File: src/design/mccp_pkg.sv
`default_nettype none

package mccp_pkg;

    // Configuration map: register index = paddr[4:2]
    localparam int unsigned ADDR_W = 5;
    localparam logic [2:0] REG_SPOT     = 3'd0;
    localparam logic [2:0] REG_STRIKE   = 3'd1;
    localparam logic [2:0] REG_DRIFT    = 3'd2;
    localparam logic [2:0] REG_VOL      = 3'd3;
    localparam logic [2:0] REG_DISCOUNT = 3'd4;

    // log2(e) and ln(2) in Q2.30
    localparam logic signed [31:0] LOG2E_Q30 = 32'sd1549082005;
    localparam logic [31:0]        LN2_Q30   = 32'd744261118;

    localparam int unsigned QUEUE_DEPTH = 4;

    typedef struct packed {
        logic signed [15:0] gaussian_sample;
        logic               last_path;
    } t_in;

    typedef struct packed {
        logic [31:0] option_price;
        logic [31:0] paths_used;
        logic        saturated;
    } t_out;

    // One priced path handed from the front to the back
    typedef struct packed {
        logic [31:0] payoff;
        logic        sat;
        logic        last;
    } t_path_rec;

    typedef enum logic [3:0] {
        F_IDLE,
        F_EXPO,
        F_LOG,
        F_SPLIT,
        F_ROM,
        F_INTERP,
        F_SUM,
        F_SCALE,
        F_SHIFT,
        F_PUSH
    } t_front_state;

    typedef enum logic [2:0] {
        B_IDLE,
        B_DIV,
        B_ROUND,
        B_MUL,
        B_PRICE
    } t_back_state;

endpackage

`default_nettype wire

File: src/design/mccp_queue.sv
`default_nettype none

module mccp_queue (
    input  wire logic                i_clk,
    input  wire logic                i_rst_n,
    input  wire logic                i_push,
    input  wire mccp_pkg::t_path_rec i_data,
    output logic                     o_full,
    input  wire logic                i_pop,
    output mccp_pkg::t_path_rec      o_data,
    output logic                     o_empty
);

    localparam int unsigned PTR_W = $clog2(mccp_pkg::QUEUE_DEPTH);

    mccp_pkg::t_path_rec r_mem [mccp_pkg::QUEUE_DEPTH];
    logic [PTR_W-1:0] r_wr_ptr;
    logic [PTR_W-1:0] r_rd_ptr;
    logic [PTR_W:0]   r_count;
    logic             do_push;
    logic             do_pop;

    assign o_full  = (r_count == (PTR_W+1)'(mccp_pkg::QUEUE_DEPTH));
    assign o_empty = (r_count == '0);
    assign do_push = i_push && !o_full;
    assign do_pop  = i_pop && !o_empty;
    assign o_data  = r_mem[r_rd_ptr];

    always_ff @(posedge i_clk) begin
        if (do_push) begin
            r_mem[r_wr_ptr] <= i_data;
        end
    end

    always_ff @(posedge i_clk) begin
        if (!i_rst_n) begin
            r_wr_ptr <= '0;
            r_rd_ptr <= '0;
            r_count  <= '0;
        end else begin
            if (do_push) begin
                r_wr_ptr <= r_wr_ptr + 1'b1;
            end
            if (do_pop) begin
                r_rd_ptr <= r_rd_ptr + 1'b1;
            end
            case ({do_push, do_pop})
                2'b10:   r_count <= r_count + 1'b1;
                2'b01:   r_count <= r_count - 1'b1;
                default: r_count <= r_count;
            endcase
        end
    end

endmodule

`default_nettype wire

File: config.mk
export PLATFORM = sky130hd
export DESIGN_NAME = mccp_queue
export DESIGN_NICKNAME = d
export VERILOG_FILES = /design/src/design/mccp_pkg.sv /design/src/design/mccp_queue.sv
export SDC_FILE = /design/constraint.sdc
export NUM_CORES = 1
export LEC_CHECK = 0
export BUFFER_PORTS_ARGS = -buffer_cell sky130_fd_sc_hd__buf_2
export CAP_MARGIN = 20
export CORE_MARGIN = 3
export CORE_UTILIZATION = 55
export DETAILED_ROUTE_END_ITERATION = 10
export GPL_ROUTABILITY_DRIVEN = 0
export MAX_ROUTING_LAYER = met4
export PLACE_DENSITY = 0.77
export SETUP_SLACK_MARGIN = 0.02
export SLEW_MARGIN = 20
export SYNTH_ARGS = -nofsm -noshare
export SYNTH_HDL_FRONTEND = slang
export SYNTH_SLANG_ARGS = --single-unit
File: constraint.sdc
create_clock -name i_clk -period 4.25 [get_ports i_clk]
set_clock_uncertainty 0.15 [all_clocks]
set_input_delay 0.6375 -clock i_clk [delete_from_list [all_inputs] [get_ports i_clk]]
set_output_delay 0.6375 -clock i_clk [all_outputs]
set_load 0.02 [all_outputs]
Word-level counts from Yosys, hierarchy flattened
Memory sizes are Yosys's and may differ from the RTL's. A register that Yosys moved wholly into a read port is not among the register bits.
Index checks and enable logic that the tools add are counted.
W data, S select, Z words.
{ "totals": {"elab_cells": 22, "latch_bits": 0, "mem_count": 1, "reg_bits": 7, "output_inout_bits": 36, "mem_bits_ro": 0, "ram_bits": 136} }
{ "op_classes": {"n_div": 0, "add_sub_neg": 4, "magnitude_cmp": 0, "n_bitwise": 0, "shifts": 0, "n_mul": 0, "muxes": 5, "n_eq_ne": 3, "n_reduce_logical": 6} }
{ "mem_list": {"columns": ["memory", "depth", "width", "read_ports", "rd_clocked_by_memory_dff", "wr", "line", "source"], "rows": [
  ["r_mem", 4, 34, 1, 1, 1, "mccp_queue.sv:16", "mccp_pkg::t_path_rec r_mem [mccp_pkg::QUEUE_DEPTH];"]
]} }
{ "op_table": {"columns": ["op", "n"], "rows": [
  ["$pmux W3 S2", 1],
  ["$add A2 B1 Y2 const B", 2],
  ["$mux W2", 2],
  ["$add A3 B1 Y3 const B", 1],
  ["$eq A3 B3 Y1 const B", 1],
  ["$logic_not A3 Y1", 1],
  ["$sub A3 B1 Y3 const B", 1],
  ["$eq A2 B1 Y1 const B", 1],
  ["$eq A2 B2 Y1 const B", 1],
  ["$logic_and A1 B1 Y1", 2],
  ["$logic_not A1 Y1", 2],
  ["$mux W1", 2],
  ["$reduce_bool A2 Y1", 1]
]} }

Depth between registers and ports, before layout
Gate-level depths: netlist of the first run.
{ "logic_depth": {"word_depth": 5, "ltp_mapped": 10} }

Worst setup path after synthesis of the first run
Ideal clock, no wire load.
{ "synth_path": {"path_kind": "register to register", "startpoint": "reg r_count[2]", "endpoint": "reg r_count[2]", "path_buffers": 1, "setup_slack_ns": 1.890, "required_time_ns": 4.030, "path_stages_with_launch": 11, "period_less_slack_ns": 2.360, "t_arrival_ns": 2.140, "setup_ns": 0.070, "path_cell_list": "dfxtp_1 nor3b_2 nor2b_1 buf_2 inv_2 ha_1 inv_1 fa_1 xor2_1 or3_1 a21boi_1"} }
{ "synth_via": {"elab_chain_len": 5, "word_cells_on_any_way": 12, "classes_between": "2 x add/sub; 3 x eq/ne; 1 x mux; 6 x reduce/logical"} }
{ "synth_lines": {"columns": ["item", "line", "source"], "rows": [
  ["start: declaration", "mccp_queue.sv:19", "logic [PTR_W:0] r_count;"],
  ["start signal: assignment", "mccp_queue.sv:48", "2'b10: r_count <= r_count + 1'b1;"],
  ["start signal: assignment", "mccp_queue.sv:49", "2'b01: r_count <= r_count - 1'b1;"],
  ["start signal: assignment", "mccp_queue.sv:50", "default: r_count <= r_count;"],
  ["$eq A3 B3 Y1 *", "mccp_queue.sv:23", "assign o_full = (r_count == (PTR_W+1)'(mccp_pkg::QUEUE_DEPTH));"],
  ["named net o_full", "mccp_queue.sv:8", "output logic o_full,"],
  ["$logic_not A1 Y1 *", "mccp_queue.sv:25", "assign do_push = i_push && !o_full;"],
  ["$logic_and A1 B1 Y1 *", "mccp_queue.sv:25", null],
  ["$eq A2 B1 Y1 / $eq A2 B2 Y1 (equally long branches)", "mccp_queue.sv:47", "case ({do_push, do_pop})"],
  ["$pmux W3 S2 / $reduce_bool A2 Y1 (equally long branches)", null, null]
]} }
Mark *: on every way through the listed nets, which the timed path passes. The rest lies on a longest branch.
A chain may end at the register's enable or synchronous reset.

==> flow_summary.ini, run 1 <==
[run_status]
outcome = finished clean

[clock_network]
cts_buffers = 17
cts_root_buffer = clkbuf_8
htree_levels = 4
cts_tree = built
cts_hold_buf = 0
cts_num_sinks = 145
cts.clk_slew.worst_paths_ps = 60
clk_latency_ps = 510
ctsResizeCount = 0
cts_setup_buffers = 0
clockBufferDepth = 2

[drt]
vias = 2487
viasPerCell = 5.47
routed_wl_um = 9220
ant_nets = 0
avgRoutedWirePerCell_um = 20.3
drt_first_iter_violations = 150
drc_errors = 0
drt_pre_antenna_iters = 4

[worst_setup_path]
crit_family = buffers and inverters
cp.arrival_ps = 2180
start_kind = register
regToRegSetupSlack_ps = 1910
crit_slowest_cell = mux4_2
crit_buf_inv = 2
reg2reg_from = r_count[0]
cp_data_required_time_ps = 3460
r2r_cells = 3
cpPeakStageDelay_ps = 610
timing.rr.end = r_mem[1][24]
critical_path_class = reg2out
path_cells = buf_4 -> mux4_2 -> buf_2
critPathMaxFanout = 34
critPathCaptureType = output port

[sta]
final.setup.tns_ps = 0
layout_min_cycle_time_ps = 2970
relSlewSlack_pct = 39.1
grt_setup_unrepaired = false
maxSlewViolCount = 0
hold_violations = 0
tightest_slew_ps = 913
finalCritPeriodShare_pct = 69.9
timing.fmax_mhz = 337
setup_violations = 0

[yosys]
netlist_top_cells_area = edfxtp_1 75%, mux4_2 14%, dfxtp_1 3.3%, ha_1 1.2%, buf_12 1.1%
netlist_instances = 232
synth_top_area_share_pct = 75.1
syn_nets = 276
syn_area_um2 = 5440
synth.avg_cell_area_um2 = 23.4
ys_types = 24
ys.warnings.count = 0
synth_seq_cells = 145
yosysSeqAreaShare_pct = 78.5
yosysTopAreaCell = edfxtp_1

[finish]
antennaDiodeCount = 0
final_area_um2 = 6460
num-nets-final = 359
syn_to_final_growth_pct = 18.9
fill_cells = 605
drive_above_1_share_pct = 44.5

[worst_hold_path]
min-delay-start = i_data[1]
worstHoldEndpoint = r_mem[2][1]
min_path_cells = 1
hold_path_class = in2reg

[pwr]
p_per_area_nw_per_um2 = 644
p_leak_nw = 2.20
power_mw = 4.16
peakVddDrop_mv = 0.347

[die]
io-pin-count = 74
die_h_um = 105
die_area_um2 = 11100
start_util_pct = 57.7
die_x_um = 105
core_area_um2 = 9420
rows = 35

[global_route]
grt_util_met1_pct = 23.6
grt_pass1_vias = 2654
grt.overflow.total = 0
grt_max_degree = 35
grt_pass1_wl_um = 14800
antenna_found_initial = 0
grtUsageMet2_pct = 29.3
grt_usage_pct = 18.6
busiest_layer = met2
grt_use_met3_pct = 5.14

[place]
place_area_um2 = 5880
post-dp-hpwl_um = 5070
portBuffers = 73

[job]
max_cap_violations = 0
## worst max path at each step
| stage | start | end | slack [ps] | cells past startpoint |
|---|---|---|---|---|
| floorplan | r_count[2] | r_count[2] | 1890 | 10 |
| detailed placement | i_push | r_mem[1][5] | 1670 | 3 |
| global route | register | o_data[24] | 1120 | 3 |
| CTS | register | o_data[24] | 1210 | 3 |
| global placement | i_push | r_mem[3][5] | 1740 | 3 |
| finish | register | o_data[24] | 1280 | 3 |
## flip-flops by register name, summed over array words and instances (netlist names), named ones only
name / flops
r_wr_ptr: 2
r_rd_ptr: 2
r_count: 3
r_mem: 136
## routing by layer
layer | vias to the layer above | routed length [um]
li1 | 1121 | -
met1 | 1272 | 3750
met2 | 79 | 4850
met3 | 15 | 441
met4 | 0 | 179
met5 | - | 0
## cell families after synthesis
kind of cell	after synthesis	share of synthesized area, %
AO/OA/AOI/OAI	7	0.736
XOR/XNOR	2	0.322
adder cells (fa/ha/maj)	6	1.52
buffers and inverters	16	2.26
flip-flops	145	78.5
multiplexers	36	14.5
AND/OR/NAND/NOR	20	2.26
## power by group
part           leakage [nW]  switching, mW  internal [mW]
Combinational         0.600          0.514          0.383
Clock                 0.280          0.528          0.936
Sequential             1.32         0.0690           1.73
## cells in the final DEF (no fill, tap or decap), drive strengths merged, types with 4 or more instances in the layout
master  synthesis  layout
and2            6       6
buf             8      74
bufinv          0       4
clkbuf          2      17
clkinv          0       6
dfxtp           9       9
edfxtp        136     136
ha              5       5
inv             6       6
mux4           34      34
nand2           7       7
o21ai           5       5
## cell type report
cell class	count	area, um^2	share of cell area (%)
multi-input cells	71	1050	16.3
inverters	6	22.5	0.349
clock buffers	17	414	6.41
well taps	129	161	2.50
flip-flops and latches	145	4270	66.0
clock inverters	13	170	2.63
repair buffers	74	373	5.77
## synth_stat cells, drive strengths merged
library cell  count
xor2              1
clkbuf            2
xnor2             1
inv               6
nor3b             1
and2              6
fa                1
edfxtp          136
nand4bb           1
nand2             7
mux4             34
buf               8
mux2i             2
ha                5
o21ai             5
nor3              1
dfxtp             9
a21boi            2
nor2b             2
or3               2
## metrics by stage
step                      hold slack [ps]  util (%)  instances  setup WS, ps
final                                 187      68.6        455          1280
after CTS                             163      68.6        455          1210
after floorplan                       306         -        232          1890
after global routing                  185      68.6        455          1120
after global placement                316      62.4        425          1740
after detailed placement              331      62.4        425          1670
Power figures use the tool's default switching activity.
==> run 2: changes to the inputs <==
clock period = 3.1 ns   (was 4.25 ns; I/O delays follow)
==> flow_summary.ini, run 2 (same netlist as run 1, synthesis figures left out) <==
[worst_setup_path]
start_kind = register
critical_path_class = reg2out
critPathCaptureType = output port
cp.arrival_ps = 1970
cp_data_required_time_ps = 2480
critPathMaxFanout = 21

[die]
die_x_um = 105
core_area_um2 = 9420
die_h_um = 105
rows = 35
die_area_um2 = 11100
start_util_pct = 57.7
io-pin-count = 74

[place]
placed_cells = 432
place_area_um2 = 5940
post-dp-hpwl_um = 5290
portBuffers = 73

[drt]
vias = 2579
routed_wl_um = 9600
viasPerCell = 5.45
drt_pre_antenna_iters = 4
ant_nets = 0
drt_first_iter_violations = 164
drc_errors = 0
avgRoutedWirePerCell_um = 20.3

[clock_network]
cts_buffers = 17
ctsResizeCount = 0
clk_latency_ps = 510
cts_setup_buffers = 0
htree_levels = 4
cts_hold_buf = 10
clockBufferDepth = 2
cts_tree = built
cts_root_buffer = clkbuf_8
cts_num_sinks = 145
cts.clk_slew.worst_paths_ps = 60

[sta]
hold_violations = 0
finalCritPeriodShare_pct = 83.5
final.setup.tns_ps = 0
maxSlewViolCount = 0
grt_setup_unrepaired = false
setup_violations = 0
relSlewSlack_pct = 66.2
tightest_slew_ps = 507
layout_min_cycle_time_ps = 2590
timing.fmax_mhz = 386

[finish]
multi_input_area_um2 = 1050
num-nets-final = 376
seq_area_um2 = 4270
antennaDiodeCount = 0
drive_above_1_share_pct = 44.8
top_register = r_mem
layout_commonest_cell = edfxtp_1
final_area_um2 = 6670
fill_cells = 558
final_cells = 473
largestRegisters = r_mem x136, r_count x3
syn_to_final_growth_pct = 22.7
final_util_pct = 70.8
final_cell_mix = 136 x edfxtp_1, 73 x buf_2, 34 x mux4_2
largest_reg_flops = 136

[global_route]
grt.overflow.total = 0
grt_pass1_wl_um = 15400
grt_pass1_vias = 2774
antenna_found_initial = 0
grt_max_degree = 35
grt_usage_pct = 19.4

[run_status]
outcome = finished clean

[pwr]
p_per_area_nw_per_um2 = 881
p_leak_nw = 2.31
peakVddDrop_mv = 0.534

[job]
max_cap_violations = 0

[worst_hold_path]
hold_path_class = in2reg
-- run 2: cell count changes in the layout (fill, tap and decap cells not counted), sizes merged --
cell         before  now
buf              74   81
bufinv            4    5
clkinvlp          3    1
dlygate4sd3       0   10
inv               6    8
-- run 2: worst paths after layout --
check            endpoint  cells after the start  slack, ps        start
max             o_data[9]                      3        510     register
min          r_mem[1][29]                      1         20   i_data[29]
max reg2reg  r_mem[1][21]                      4        860   r_count[2]
min reg2reg      register                      2        330  r_rd_ptr[1]
-- run 2: stage by stage --
| step | total power [mW] | setup WS (ps) | hold slack, ps |
|---|---|---|---|
| CTS | 5.94 | 452 | 0.0704 |
| global placement | 3.75 | 759 | 319 |
| detailed placement | 3.78 | 755 | 331 |
| finish | 5.87 | 511 | 16.4 |
| global route | 6.12 | 386 | 10.0 |
| floorplan | 3.45 | 740 | 306 |
-- run 2: cell type report --
cell class	instances	share of cell area, %
Timing Repair Buffer	91	8.07
Tap cell	129	2.42
Sequential cell	145	64.0
Clock inverter	14	3.17
Multi-Input combinational cell	71	15.8
Inverter	6	0.338
Clock buffer	17	6.21
-- run 2: power by group --
group / internal [mW] / total [mW] / switching, mW
Combinational: 0.560 / 1.30 / 0.740
Sequential: 2.37 / 2.44 / 0.0715
Clock: 1.38 / 2.14 / 0.755
-- run 2: critical path: stages, from the launching register on --
cell	delay [ps]
dfxtp_2	320
buf_4	370
mux4_2	570
buf_2	180
-- run 2: routing by layer --
metal | vias up | routed length [um] | part of all wire, % | global-route usage (%)
li1 | 1157 | - | - | -
met1 | 1322 | 4090 | 43 | 25.0
met2 | 88 | 4810 | 50 | 30.1
met3 | 12 | 530 | 5.5 | 5.82
met4 | 0 | 172 | 1.8 | 6.37
met5 | - | 0 | 0 | -
==> run 3: changes to the inputs <==
CORE_UTILIZATION = 51   (was 55)
PLACE_DENSITY = 0.75   (was 0.77)
clock period = 2.2 ns   (was 3.1 ns; I/O delays follow)
==> flow_summary.ini, run 3 (same netlist as run 1, synthesis figures left out) <==
[drt]
drc_errors = 0
avgRoutedWirePerCell_um = 18.9
drt_first_iter_violations = 115
routed_wl_um = 9740
vias = 2690
ant_nets = 0
viasPerCell = 5.22
drt_pre_antenna_iters = 4

[worst_hold_path]
hold_path_class = in2reg

[clock_network]
clk_latency_ps = 510
cts_root_buffer = clkbuf_8
htree_levels = 4
cts.clk_slew.worst_paths_ps = 60
clockBufferDepth = 2
cts_buffers = 17
cts_num_sinks = 145
cts_tree = built

[finish]
syn_to_final_growth_pct = 31.4
num-nets-final = 410
largestRegisters = r_mem x136, r_count x3
top_register = r_mem
layout_commonest_cell = edfxtp_1
antennaDiodeCount = 0
fill_cells = 665
final_util_pct = 69.2
drive_above_1_share_pct = 44.6
multi_input_area_um2 = 1080
largest_reg_flops = 136
final_area_um2 = 7140
final_cell_mix = 136 x edfxtp_1, 58 x buf_2, 36 x dlygate4sd3_1
seq_area_um2 = 4270

[worst_setup_path]
timing.rr.end = r_count[2]
cp_data_required_time_ps = 1720
critPathCaptureType = output port
critPathCapture = o_data[11]
cp.arrival_ps = 1830
reg2reg_from = r_count[1]
start_kind = register
critical_path_class = reg2out
critPathMaxFanout = 5
r2r_cells = 8
regToRegSetupSlack_ps = 130

[pwr]
peakVddDrop_mv = 0.728
power_mw = 8.38
p_leak_nw = 2.48
p_per_area_nw_per_um2 = 1170

[global_route]
grt_pass1_vias = 2816
antenna_found_initial = 0
grt.overflow.total = 0
grt_usage_pct = 18.5
grt_max_degree = 23
grt_pass1_wl_um = 15200

[die]
io-pin-count = 74
core_area_um2 = 10300
die_h_um = 109
die_x_um = 109
start_util_pct = 52.6
die_area_um2 = 11900
rows = 37

[sta]
finalCritPeriodShare_pct = 105
relSlewSlack_pct = 76.8
layout_min_cycle_time_ps = 2310
tightest_slew_ps = 347
timing.fmax_mhz = 433
setup_violations = 34
grt_setup_unrepaired = true
hold_violations = 0
maxSlewViolCount = 0
final.setup.tns_ps = -1890
timing.final.ws_setup_ps = -112

[place]
post-dp-hpwl_um = 5640
portBuffers = 73
place_area_um2 = 6050

[run_status]
violations = negative setup slack
outcome = finished, violations left

[job]
max_cap_violations = 0
-- run 3: cell types whose count changed in the layout (fill, tap and decap cells not counted), sizes merged --
cell	before	now
dlygate4sd3	10	36
buf	81	89
inv	8	14
clkinv	6	3
bufinv	5	1
clkinvlp	1	3
-- run 3: stage by stage --
stage	hold WS, ps	std cells	setup WS (ps)
final	216	515	-112
after global routing	214	515	-170
after CTS	191	515	-146
after detailed placement	339	444	42.8
after global placement	319	444	136
after floorplan	279	232	-13.7
-- run 3: worst min path at each step --
stage / to / cells after the start / start / slack, ps
6_report: r_wr_ptr[0] / 4 / i_push / 220
3_3_place_gp: register / 2 / r_rd_ptr[1] / 320
3_5_place_dp: r_rd_ptr[0] / 2 / r_rd_ptr[0] / 340
4_1_cts: r_wr_ptr[0] / 4 / i_push / 190
5_1_grt: r_wr_ptr[0] / 4 / i_push / 210
2_1_floorplan: r_mem[0][0] / 0 / i_data[0] / 280
-- run 3: routing by layer --
| metal | track usage (%) | vias to the layer above | wire [um] |
|---|---|---|---|
| met3 | 5.39 | 8 | 361 |
| li1 | - | 1225 | - |
| met4 | 5.61 | 0 | 106 |
| met2 | 29.5 | 62 | 5160 |
| met5 | - | - | 0 |
| met1 | 23.4 | 1395 | 4110 |
-- run 3: what timing repair did --
action,CTS,global route
hold endpoints to repair,142,0
resized for setup,17,17
endpoints found under the setup margin,34,35
hold buffers,36,0
gates cloned,2,0
buffers inserted,1,0
-- run 3: power breakdown --
group | internal, mW | switching, mW
Clock | 1.53 | 1.14
Sequential | 3.34 | 0.119
Combinational | 1.14 | 1.11
Total | 6.01 | 2.37
-- run 3: final cells by class --
type | instances | share of cell area [%]
flip-flops and latches | 145 | 59.8
multi-input cells | 71 | 15.1
repair buffers | 125 | 14.6
clock buffers | 17 | 5.80
well taps | 136 | 2.38
clock inverters | 15 | 2.01
inverters | 6 | 0.315
-- run 3: worst max-delay path, cell delays in order (launching register included) --
cell and delay, ps:
dfxtp_4 390, buf_12 130, buf_16 120, mux4_2 520, buf_6 150
